[config.mk]
export PLATFORM = sky130hd
export DESIGN_NAME = adc_round_robin_scanner
export DESIGN_NICKNAME = d
export VERILOG_FILES = /design/src/design/ars_pkg.sv /design/src/design/ars_chan_pick.sv /design/src/design/ars_chan_bank.sv /design/src/design/adc_round_robin_scanner.sv
export SDC_FILE = /design/constraint.sdc
export NUM_CORES = 1
export LEC_CHECK = 0
export BUFFER_PORTS_ARGS = -buffer_cell sky130_fd_sc_hd__buf_2
export CAP_MARGIN = 20
export CORE_UTILIZATION = 40
export CTS_BUF_LIST = sky130_fd_sc_hd__clkbuf_4 sky130_fd_sc_hd__clkbuf_8
export DETAILED_ROUTE_END_ITERATION = 10
export PLACE_DENSITY = 0.65
export REMOVE_ABC_BUFFERS = 1
export SLEW_MARGIN = 20
export SYNTH_ARGS = -nofsm -noshare
export SYNTH_HDL_FRONTEND = slang
export SYNTH_SLANG_ARGS = --single-unit
[constraint.sdc]
create_clock -name clk_i -period 3.8 [get_ports clk_i]
set_input_delay 0.57 -clock clk_i [delete_from_list [all_inputs] [get_ports clk_i]]
set_output_delay 0.57 -clock clk_i [all_outputs]
set_load 0.03 [all_outputs]
[src/design/ars_pkg.sv]
`default_nettype none

package ars_pkg;

  localparam int unsigned NUM_CHANNELS = 6;
  localparam int unsigned COUNT_WIDTH  = 8;

  localparam int unsigned CH_W      = 3;
  localparam int unsigned MASK_W    = 6;
  localparam int unsigned SAMPLE_W  = 10;
  localparam int unsigned VALUE_W   = 16;
  localparam int unsigned RCOUNT_W  = 8;
  localparam int unsigned MUX_W     = 4;
  localparam int unsigned IN_DATA_W  = 16;
  localparam int unsigned OUT_DATA_W = 40;

  localparam logic [VALUE_W-1:0]  VALUE_UNSAMPLED = 16'hFFFF;
  localparam logic [MASK_W-1:0]   MASK_RESET      = 6'h3F;
  localparam logic [MUX_W-1:0]    MUX_NONE        = 4'd0;

  typedef struct packed {
    logic            start;
    logic [CH_W-1:0] channel;
    logic [MUX_W-1:0] mux_code;
  } pick_t;

  typedef struct packed {
    logic                we;
    logic [CH_W-1:0]     channel;
    logic [SAMPLE_W-1:0] sample;
  } store_t;

  // analog mux select per channel
  function automatic logic [MUX_W-1:0] mux_code_of(input logic [CH_W-1:0] ch);
    logic [MUX_W-1:0] code;
    unique case (ch)
      3'd0:    code = 4'd9;
      3'd1:    code = 4'd8;
      3'd2:    code = 4'd7;
      3'd3:    code = 4'd4;
      3'd4:    code = 4'd5;
      3'd5:    code = 4'd6;
      default: code = MUX_NONE;
    endcase
    return code;
  endfunction

endpackage

`default_nettype wire

[src/design/ars_chan_pick.sv]
`default_nettype none

module ars_chan_pick
  import ars_pkg::*;
(
  input  wire logic [CH_W-1:0]   cur_channel_i,
  input  wire logic [MASK_W-1:0] enable_mask_i,
  output pick_t                  pick_o
);

  logic [CH_W:0]   cand;
  logic            found;
  logic [CH_W-1:0] pick_ch;

  // walk from farthest to nearest so the nearest enabled channel wins
  always_comb begin
    found   = 1'b0;
    pick_ch = '0;
    cand    = '0;
    for (int unsigned k = NUM_CHANNELS; k >= 1; k--) begin
      cand = {1'b0, cur_channel_i} + (CH_W+1)'(k);
      if (cand >= (CH_W+1)'(NUM_CHANNELS)) begin
        cand = cand - (CH_W+1)'(NUM_CHANNELS);
      end
      for (int unsigned j = 0; j < NUM_CHANNELS; j++) begin
        if (cand == (CH_W+1)'(j) && enable_mask_i[j]) begin
          found   = 1'b1;
          pick_ch = CH_W'(j);
        end
      end
    end
  end

  always_comb begin
    pick_o.start    = found;
    pick_o.channel  = found ? pick_ch : '0;
    pick_o.mux_code = found ? mux_code_of(pick_ch) : MUX_NONE;
  end

endmodule

`default_nettype wire

[src/design/ars_chan_bank.sv]
`default_nettype none

module ars_chan_bank
  import ars_pkg::*;
(
  input  wire logic                clk_i,
  input  wire logic                rst_ni,
  input  wire store_t              store_i,
  input  wire logic [CH_W-1:0]     read_channel_i,
  output logic [VALUE_W-1:0]       read_value_o,
  output logic [RCOUNT_W-1:0]      read_count_o
);

  logic [VALUE_W-1:0]     values_q [NUM_CHANNELS];
  logic [VALUE_W-1:0]     values_d [NUM_CHANNELS];
  logic [COUNT_WIDTH-1:0] counts_q [NUM_CHANNELS];
  logic [COUNT_WIDTH-1:0] counts_d [NUM_CHANNELS];
  logic [COUNT_WIDTH-1:0] rd_count;
  logic [31:0]            rd_count_ext;

  always_comb begin
    for (int unsigned i = 0; i < NUM_CHANNELS; i++) begin
      values_d[i] = values_q[i];
      counts_d[i] = counts_q[i];
      if (store_i.we && store_i.channel == CH_W'(i)) begin
        values_d[i] = VALUE_W'(store_i.sample);
        counts_d[i] = counts_q[i] + COUNT_WIDTH'(1);
      end
    end
  end

  always_ff @(posedge clk_i or negedge rst_ni) begin
    if (!rst_ni) begin
      for (int unsigned i = 0; i < NUM_CHANNELS; i++) begin
        values_q[i] <= VALUE_UNSAMPLED;
        counts_q[i] <= '0;
      end
    end else begin
      for (int unsigned i = 0; i < NUM_CHANNELS; i++) begin
        values_q[i] <= values_d[i];
        counts_q[i] <= counts_d[i];
      end
    end
  end

  // report the state after this item's store
  always_comb begin
    read_value_o = VALUE_UNSAMPLED;
    rd_count     = '0;
    for (int unsigned i = 0; i < NUM_CHANNELS; i++) begin
      if (read_channel_i == CH_W'(i)) begin
        read_value_o = values_d[i];
        rd_count     = counts_d[i];
      end
    end
    rd_count_ext = 32'(rd_count);
    read_count_o = rd_count_ext[RCOUNT_W-1:0];
  end

endmodule

`default_nettype wire

[src/design/adc_round_robin_scanner.sv]
// Round-robin scan controller for one converter shared by six analog channels.
// Slave stream: one service tick per item; tdata carries the converter busy
// flag, its latest 10-bit result and the channel to report. Master stream:
// one result per tick with the store flag and channel, the start flag,
// channel and analog mux code, and the stored value and count of the
// reported channel (as they stand after this tick).
// Config channel: writes the 6-bit channel enable mask; always ready. Write
// it only while no tick is in flight.
// Timing: an accepted tick passes through the input register and then the
// result register to the master side. Throughput: one tick per cycle while
// the receiver does not stall; the next-channel pick and the store run
// combinationally between the input register and the result register.
// Reset: mask = all channels, current channel 0, nothing pending, every
// stored value 0xFFFF, every count 0; both streams empty.
// Receiver stall: the result register holds, the input register still
// takes one more tick, then s_axis_tready drops until the result is taken.
`default_nettype none

module adc_round_robin_scanner
  import ars_pkg::*;
(
  input  wire logic                  clk_i,
  input  wire logic                  rst_ni,
  input  wire logic                  s_axis_tvalid,
  output logic                       s_axis_tready,
  // [0] converter_busy, [10:1] sample, [13:11] read_channel, [15:14] zero
  input  wire logic [IN_DATA_W-1:0]  s_axis_tdata,
  output logic                       m_axis_tvalid,
  input  wire logic                  m_axis_tready,
  // [0] stored, [3:1] stored_channel, [4] start_res, [7:5] start_channel,
  // [11:8] mux_code, [27:12] read_value, [35:28] read_count, [39:36] zero
  output logic [OUT_DATA_W-1:0]      m_axis_tdata,
  input  wire logic                  cfg_valid_i,
  output logic                       cfg_ready_o,
  input  wire logic [MASK_W-1:0]     cfg_data_i
);

  logic                 in_valid_q;
  logic                 in_busy_q;
  logic [SAMPLE_W-1:0]  in_sample_q;
  logic [CH_W-1:0]      in_rd_q;
  logic                 out_valid_q;
  logic [OUT_DATA_W-1:0] out_data_q;
  logic [OUT_DATA_W-1:0] out_data_d;

  logic [MASK_W-1:0]    mask_q;
  logic [CH_W-1:0]      cur_q, cur_d;
  logic                 pending_q, pending_d;

  logic                 advance;
  logic                 fire;
  logic                 active;
  pick_t                pick;
  store_t               store;
  logic [VALUE_W-1:0]   rd_value;
  logic [RCOUNT_W-1:0]  rd_count;

  assign advance       = !out_valid_q || m_axis_tready;
  assign fire          = in_valid_q && advance;
  assign active        = fire && !in_busy_q;
  assign s_axis_tready = !in_valid_q || advance;
  assign cfg_ready_o   = 1'b1;

  ars_chan_pick u_pick (
    .cur_channel_i (cur_q),
    .enable_mask_i (mask_q),
    .pick_o        (pick)
  );

  always_comb begin
    store.we      = active && pending_q && (cur_q < CH_W'(NUM_CHANNELS));
    store.channel = cur_q;
    store.sample  = in_sample_q;
  end

  ars_chan_bank u_bank (
    .clk_i          (clk_i),
    .rst_ni         (rst_ni),
    .store_i        (store),
    .read_channel_i (in_rd_q),
    .read_value_o   (rd_value),
    .read_count_o   (rd_count)
  );

  always_comb begin
    cur_d     = cur_q;
    pending_d = pending_q;
    if (active) begin
      pending_d = pick.start;
      if (pick.start) begin
        cur_d = pick.channel;
      end
    end
  end

  always_comb begin
    out_data_d        = '0;
    out_data_d[0]     = store.we;
    out_data_d[3:1]   = store.we ? cur_q : '0;
    out_data_d[4]     = active && pick.start;
    out_data_d[7:5]   = active ? pick.channel : '0;
    out_data_d[11:8]  = active ? pick.mux_code : MUX_NONE;
    out_data_d[27:12] = rd_value;
    out_data_d[35:28] = rd_count;
  end

  always_ff @(posedge clk_i or negedge rst_ni) begin
    if (!rst_ni) begin
      in_valid_q  <= 1'b0;
      out_valid_q <= 1'b0;
      mask_q      <= MASK_RESET;
      cur_q       <= '0;
      pending_q   <= 1'b0;
    end else begin
      if (s_axis_tready) begin
        in_valid_q <= s_axis_tvalid;
      end
      if (advance) begin
        out_valid_q <= in_valid_q;
      end
      if (cfg_valid_i) begin
        mask_q <= cfg_data_i;
      end
      cur_q     <= cur_d;
      pending_q <= pending_d;
    end
  end

  // payload registers: load on accept, hold otherwise
  always_ff @(posedge clk_i) begin
    if (s_axis_tready && s_axis_tvalid) begin
      in_busy_q   <= s_axis_tdata[0];
      in_sample_q <= s_axis_tdata[10:1];
      in_rd_q     <= s_axis_tdata[13:11];
    end
    if (fire) begin
      out_data_q <= out_data_d;
    end
  end

  assign m_axis_tvalid = out_valid_q;
  assign m_axis_tdata  = out_data_q;

endmodule

`default_nettype wire
Yosys cells after proc, flatten, opt, wreduce, memory -nomap -nowiden
Index checks and enable logic that the tools add are counted.
{"block": "op_classes", "n_addsub": 18, "magnitude_cmp": 7, "eq_ne": 45, "n_mux": 103, "reduce_logical": 63}
{"operator": "16-bit two-way mux", "count": 12}
{"operator": "3-bit two-way mux", "count": 33}
{"operator": "8-bit two-way mux", "count": 12}
{"operator": "8-bit by 1-bit adder with 8-bit output, second input constant", "count": 6}
{"operator": "4-bit by 2-bit == test with 1-bit output, second input constant", "count": 12}
{"operator": "4-bit by 3-bit == test with 1-bit output, second input constant", "count": 12}
{"operator": "1-bit logical AND", "count": 48}
{"operator": "1-bit two-way mux", "count": 37}
{"operator": "4-bit by 1-bit == test with 1-bit output, second input constant", "count": 6}
{"operator": "4-bit by 3-bit greater-or-equal comparator with 1-bit output, second input constant", "count": 6}
{"operator": "4-bit zero test", "count": 6}
{"operator": "4-bit two-way mux", "count": 6}
{"operator": "4-bit one-hot mux with 6 select lines", "count": 1}
{"operator": "4-bit by 3-bit subtractor with 4-bit output, second input constant", "count": 6}
{"operator": "3-bit by 2-bit == test with 1-bit output, second input constant", "count": 6}
{"operator": "3-bit == test, second input constant", "count": 6}
{"operator": "3-bit by 3-bit adder with 4-bit output, second input constant", "count": 3}
{"operator": "3-bit by 1-bit == test with 1-bit output, second input constant", "count": 3}
{"operator": "3-bit zero test", "count": 3}
{"operator": "3-bit by 2-bit adder with 4-bit output, second input constant", "count": 2}
{"operator": "3-bit by 1-bit adder with 4-bit output, second input constant", "count": 1}
{"operator": "2-bit two-way mux", "count": 2}
{"operator": "1-bit zero test", "count": 3}
{"operator": "3-bit less-than comparator, second input constant", "count": 1}
{"operator": "2 further kinds", "count": 3}
{"block": "totals", "register_bits": 206, "input_bits": 27, "elab_cells": 260}

Longest topological paths before layout
{"block": "logic_depth", "word_depth": 42, "mapped_depth": 16, "mapped_depth_nobuf": 12}

Hierarchy
Synthesis repeated with hierarchy kept, for this count alone.
{"block": "hier_totals", "hier_cells": 945, "hier_area_um2": 10711.5}
{"module": "ars_chan_bank", "instances": 1, "cells_per_inst": 601, "area_each_um2": 6907.9}
{"module": "adc_round_robin_scanner", "instances": 1, "cells_per_inst": 105, "area_each_um2": 2159.6}
{"module": "ars_chan_pick", "instances": 1, "cells_per_inst": 239, "area_each_um2": 1644.1}

Worst setup path after synthesis
Ideal clock, no wire load.
{"block": "synth_path", "path_type": "register to register", "startpoint": "register cur_q[2]", "endpoint": "register out_data_q[9], in the netlist m_axis_tdata[9] (data pin)", "setup_time_ns": 0.260, "t_arrival_ns": 3.066, "slack_ns": 0.474, "stages_incl_launch_ff": 15, "n_path_buf": 2, "cell_sequence": "dfrtp_1 > buf_2 > inv_1 > ha_1 > buf_2 > inv_1 > ha_1 > and3b_1 > a21o_1 > a32o_2 > a22o_1 > a211o_1 > a2111oi_2 > a21o_2 > mux2i_1"}
{"block": "synth_between", "elab_chain_len": 42, "word_cells_on_any_way": 175, "classes_between": "add/sub (12); order compare (6); eq/ne (35); mux (78); reduce/logical (44)"}
{"item": "from (decl)", "line_no": "adc_round_robin_scanner.sv:47", "source": "logic [CH_W-1:0] cur_q, cur_d;"}
{"item": "from (signal assigned)", "line_no": "adc_round_robin_scanner.sv:124", "source": "cur_q <= cur_d;"}
{"item": "3-bit by 3-bit adder with 4-bit output", "line_no": "ars_chan_pick.sv:21", "source": "cand = {1'b0, cur_channel_i} + (CH_W+1)'(k);"}
{"item": "4-bit by 3-bit subtractor with 4-bit output / 4-bit by 3-bit greater-or-equal comparator with 1-bit output (equally long branches)", "line_no": "ars_chan_pick.sv:23, ars_chan_pick.sv:22"}
{"item": "4-bit two-way mux", "line_no": "ars_chan_pick.sv:22", "source": "if (cand >= (CH_W+1)'(NUM_CHANNELS)) begin"}
{"item": "4-bit by 1-bit == test with 1-bit output / 4-bit zero test (equally long branches)", "line_no": "ars_chan_pick.sv:26", "source": "if (cand == (CH_W+1)'(j) && enable_mask_i[j]) begin"}
{"item": "1-bit logical AND", "line_no": "ars_chan_pick.sv:26"}
{"item": "1-bit two-way mux", "line_no": "ars_chan_pick.sv:26"}
{"item": "2-bit two-way mux / 1-bit two-way mux (equally long branches) (2 in series)", "line_no": "ars_chan_pick.sv:26"}
{"item": "3-bit two-way mux / 1-bit two-way mux (equally long branches) (32 in series)", "line_no": "ars_chan_pick.sv:26"}
{"item": "3-bit == test (tied with other cells)", "line_no": "ars_pkg.sv:36", "source": "unique case (ch)"}
{"item": "4-bit one-hot mux with 6 select lines / 2-bit AND reduction (equally long branches)"}
{"item": "to (signal assigned)", "line_no": "adc_round_robin_scanner.sv:137", "source": "out_data_q <= out_data_d;"}
{"item": "to (decl)", "line_no": "adc_round_robin_scanner.sv:43", "source": "logic [OUT_DATA_W-1:0] out_data_q;"}
Several ways; a longest one is shown, not always the timed one.
A chain may end at the register's enable or synchronous reset.

Worst setup path in the final report
{"block": "layout_path", "startpoint": "register cur_q[0]", "endpoint": "register cur_q[0]"}
{"block": "layout_between", "elab_chain_len": 42, "word_cells_on_any_way": 169, "classes_between": "add/sub (12); order compare (6); eq/ne (30); mux (78); reduce/logical (43)"}
{"item": "3-bit by 3-bit adder with 4-bit output", "line_no": "ars_chan_pick.sv:21"}
{"item": "4-bit by 3-bit subtractor with 4-bit output / 4-bit by 3-bit greater-or-equal comparator with 1-bit output (equally long branches)", "line_no": "ars_chan_pick.sv:23, ars_chan_pick.sv:22"}
{"item": "4-bit two-way mux", "line_no": "ars_chan_pick.sv:22"}
{"item": "4-bit zero test", "line_no": "ars_chan_pick.sv:26"}
{"item": "1-bit logical AND", "line_no": "ars_chan_pick.sv:26"}
{"item": "1-bit two-way mux (36 in series)", "line_no": "ars_chan_pick.sv:26"}
{"item": "3-bit two-way mux / 2-bit AND reduction (equally long branches)"}
Several ways; a longest one is shown, not always the timed one.

==> results.ini <==
[setup_path]
cp_cell_sequence = inv_1, ha_1, inv_1, ha_1, and3b_1, o211ai_1, a21oi_1, a2111oi_4, nand2_1, o31ai_4, inv_2, mux2_4
path_buf_inv = 3
end_kind = flop
cp.arrival_ns = 3.91
startpoint_type = flop
cp.required_ns = 4.19
slowest_stage = dfrtp_1
cp_top_family = compound AO/OA/AOI/OAI gates
critPathKind = reg -> reg
cp_slowest_stage_delay_ns = 0.51
crit_fanout = 9

[final_layout]
final_area_sq_um = 11600
fin_nets = 992
antenna_cells = 0
drive_above_1_share_pct = 34.9
layout-area-overhead-vs-synth_pct = 14.1

[worst_hold_path]
hold_path_class = in -> async

[drt]
drt_iter0_markers = 457
route.detailed.drc = 0
finalWirelength_um = 22600
drt.antenna.violating_nets = 0
vias_per_cell = 5.23
num_vias = 6747
dr.pass1.iters = 5
post_drt_wl_per_cell_um = 17.5

[yosys]
ys.flop_type = dfstp_2
yosys-top-cells-area = dfstp_2 (26%), edfxtp_1 (15%), dfrtp_1 (13%)
yosysMostFrequentCell = nand2_1
syn_area_per_cell_sq_um = 11.8
ys_seq_elements = 206
yosys-top-cells-count = nand2_1 (142), dfstp_2 (102), dfrtp_1 (54)
ys_seq_area_share_pct = 54.6
yosysWarnings = 0
ys_types = 79
syn-cell-area_sq_um = 10100
synth_enable_flop_cells = 50
synth-async-reset-ratio_pct = 75.7
yosys.area.top_type_share_pct = 26.4
netlist.top_cell.by_area = dfstp_2
netlist_instances = 860

[grt]
grt_pass1_vias = 6736
antenna_found_initial = 0
grt_pass1_wl_um = 36900
grt_remaining_overflow = 0
grt_usage_pct = 18.1
grt_max_degree = 100

[clock_tree]
clockBufferDepth = 3
clock-sinks = 206
cts-root-buf = clkbuf_8
h-tree-depth = 2
cts_tree = done
clk_pin_slew_ns = 0.06
cts_hold_repair.buffers = 0
post_cts_buffers = 0
ctsResizeCount = 0
cts_made_buffers = 36
clk_latency_ns = 0.52

[pwr]
swShare_pct = 35.0
pwr-share-comb_pct = 37.5
clkPwrFrac_pct = 24.6
p_switching_mw = 2.90
vdd_drop_max_uv = 380
p_leak_nw = 5.06
power.density_nw_per_um2 = 717
power.share.sequential_pct = 37.9
intPower_mw = 5.39

[timing]
slew_violations = 0
finalSetupViolations = 0
rsz0062_at_grt = false
post-route-period-util_pct = 92.5
worst_slew_pin_slew_ns = 0.947
fmax_mhz = 284
finalClockSkew_ns = 0.0154
setup_tns_ns = 0
setup_ws_ns = 0.285
slew_headroom_pct = 36.9
holdWs_ns = 0.141
final-hold-violation-count = 0
period_minus_slack_ns = 3.52

[floorplanning]
io_pins = 70
die_h_um = 161
die_area_sq_um = 26000
initial_core_util_pct = 41.2
die_width_um = 161
core_sq_um = 24600
rows = 57

[placement]
place_area_sq_um = 10800
dp_slack_ns = 0.355
dp.final_hpwl_um = 14800
io_buffer_count = 62
gp_congestion = 0.867

[status]
status = finished, final reports clean

[job]
drv_cap = 0

power by group through the flow:
stage | sequential (mW) | combinational (mW) | clock, mW
after detailed placement | 3.18 | 3.06 | 0
after floorplan | 3.29 | 2.09 | 0
final | 3.15 | 3.11 | 2.04
after CTS | 3.14 | 3.07 | 2.11
after global placement | 3.16 | 3.01 | 0
after global routing | 3.20 | 3.40 | 2.20
logic make-up (layout without fill, tap and decap cells):
logic type | after synthesis | after routing | share of synthesized area [%]
simple gates | 313 | 313 | 14.7
flops | 206 | 206 | 54.6
compound gates | 110 | 110 | 8.24
mux | 89 | 89 | 12.2
buf+inv | 71 | 175 | 3.31
xor+xnor | 46 | 46 | 4.11
fa+ha+maj | 23 | 23 | 2.84
other cells | 2 | 5 | 0.0741
cell usage in the layout, fill, tap and decap left out, types with 21 or more instances in the layout:
| cell type | count |
|---|---|
| edfxtp_1 | 50 |
| mux2i_1 | 24 |
| ha_1 | 23 |
| dfstp_2 | 102 |
| nand2_1 | 142 |
| and2_1 | 45 |
| dfrtp_1 | 54 |
| nor2_1 | 41 |
| a21oi_1 | 21 |
| nand3_1 | 24 |
| xnor2_1 | 26 |
| mux4_2 | 23 |
| buf_4 | 30 |
| mux2_2 | 38 |
| buf_2 | 61 |
| clkbuf_8 | 41 |
registers in the layout, summed over array words and instances (netlist names), 3 cells and up:
signal           count
in_sample_q         10
u_bank.counts_q     48
in_rd_q              3
m_axis_tdata        36
cur_q                3
u_bank.values_q     96
mask_q               6
worst register-to-register path, cell delays in order, from the launching register on:
cell       delay (ns)
dfrtp_1          0.51
inv_1            0.17
ha_1             0.47
inv_1            0.10
ha_1             0.31
and3b_1          0.18
o211ai_1         0.22
a21oi_1          0.21
a2111oi_4        0.26
nand2_1          0.18
o31ai_4          0.35
inv_2            0.14
mux2_4           0.31
area by class of cell:
| class | instances | area (sq um) |
|---|---|---|
| Clock inverter | 4 | 26.3 |
| Inverter | 20 | 75.1 |
| Clock buffer | 59 | 699 |
| Timing Repair Buffer | 92 | 542 |
| Tap cell | 324 | 405 |
| Fill cell | 2256 | 13000 |
| Sequential cell | 206 | 5530 |
| Multi-Input combinational cell | 586 | 4280 |
worst paths after layout:
kind                                                 end  depth (start not counted)                          start  slack, ns
setup / recovery                    cur_q[0]$_DFFE_PN0P_                         12           cur_q[0]$_DFFE_PN0P_       0.28
max in group asynchronous  u_bank.values_q[42]$_DFF_PN1_                          2                         rst_ni       2.63
min in group clk_i                   in_busy_q$_DFFE_PP_                          1                s_axis_tdata[0]       0.22
hold / removal             u_bank.counts_q[14]$_DFF_PN0_                          1                         rst_ni       0.14
setup reg to reg                    cur_q[0]$_DFFE_PN0P_                         12           cur_q[0]$_DFFE_PN0P_       0.28
hold reg to reg            u_bank.counts_q[23]$_DFF_PN0_                          1  u_bank.counts_q[23]$_DFF_PN0_       0.45
routing by layer:
metal	vias up	global-route usage, %	part of all wire (%)
met5	-	0	0
met3	54	3.57	5.6
met2	212	26.9	43
li1	3199	-	-
met4	0	6.52	2.7
met1	3282	26.1	49
per-stage QoR:
stage                     util (%)  instances  power (mW)
after floorplan                  -        812        5.38
after detailed placement      44.1       1228        6.23
after global placement        44.1       1228        6.18
after global routing          47.0       1291        8.80
final                         47.0       1291        8.29
after CTS                     47.0       1291        8.32
Power figures use the tool's default switching activity.
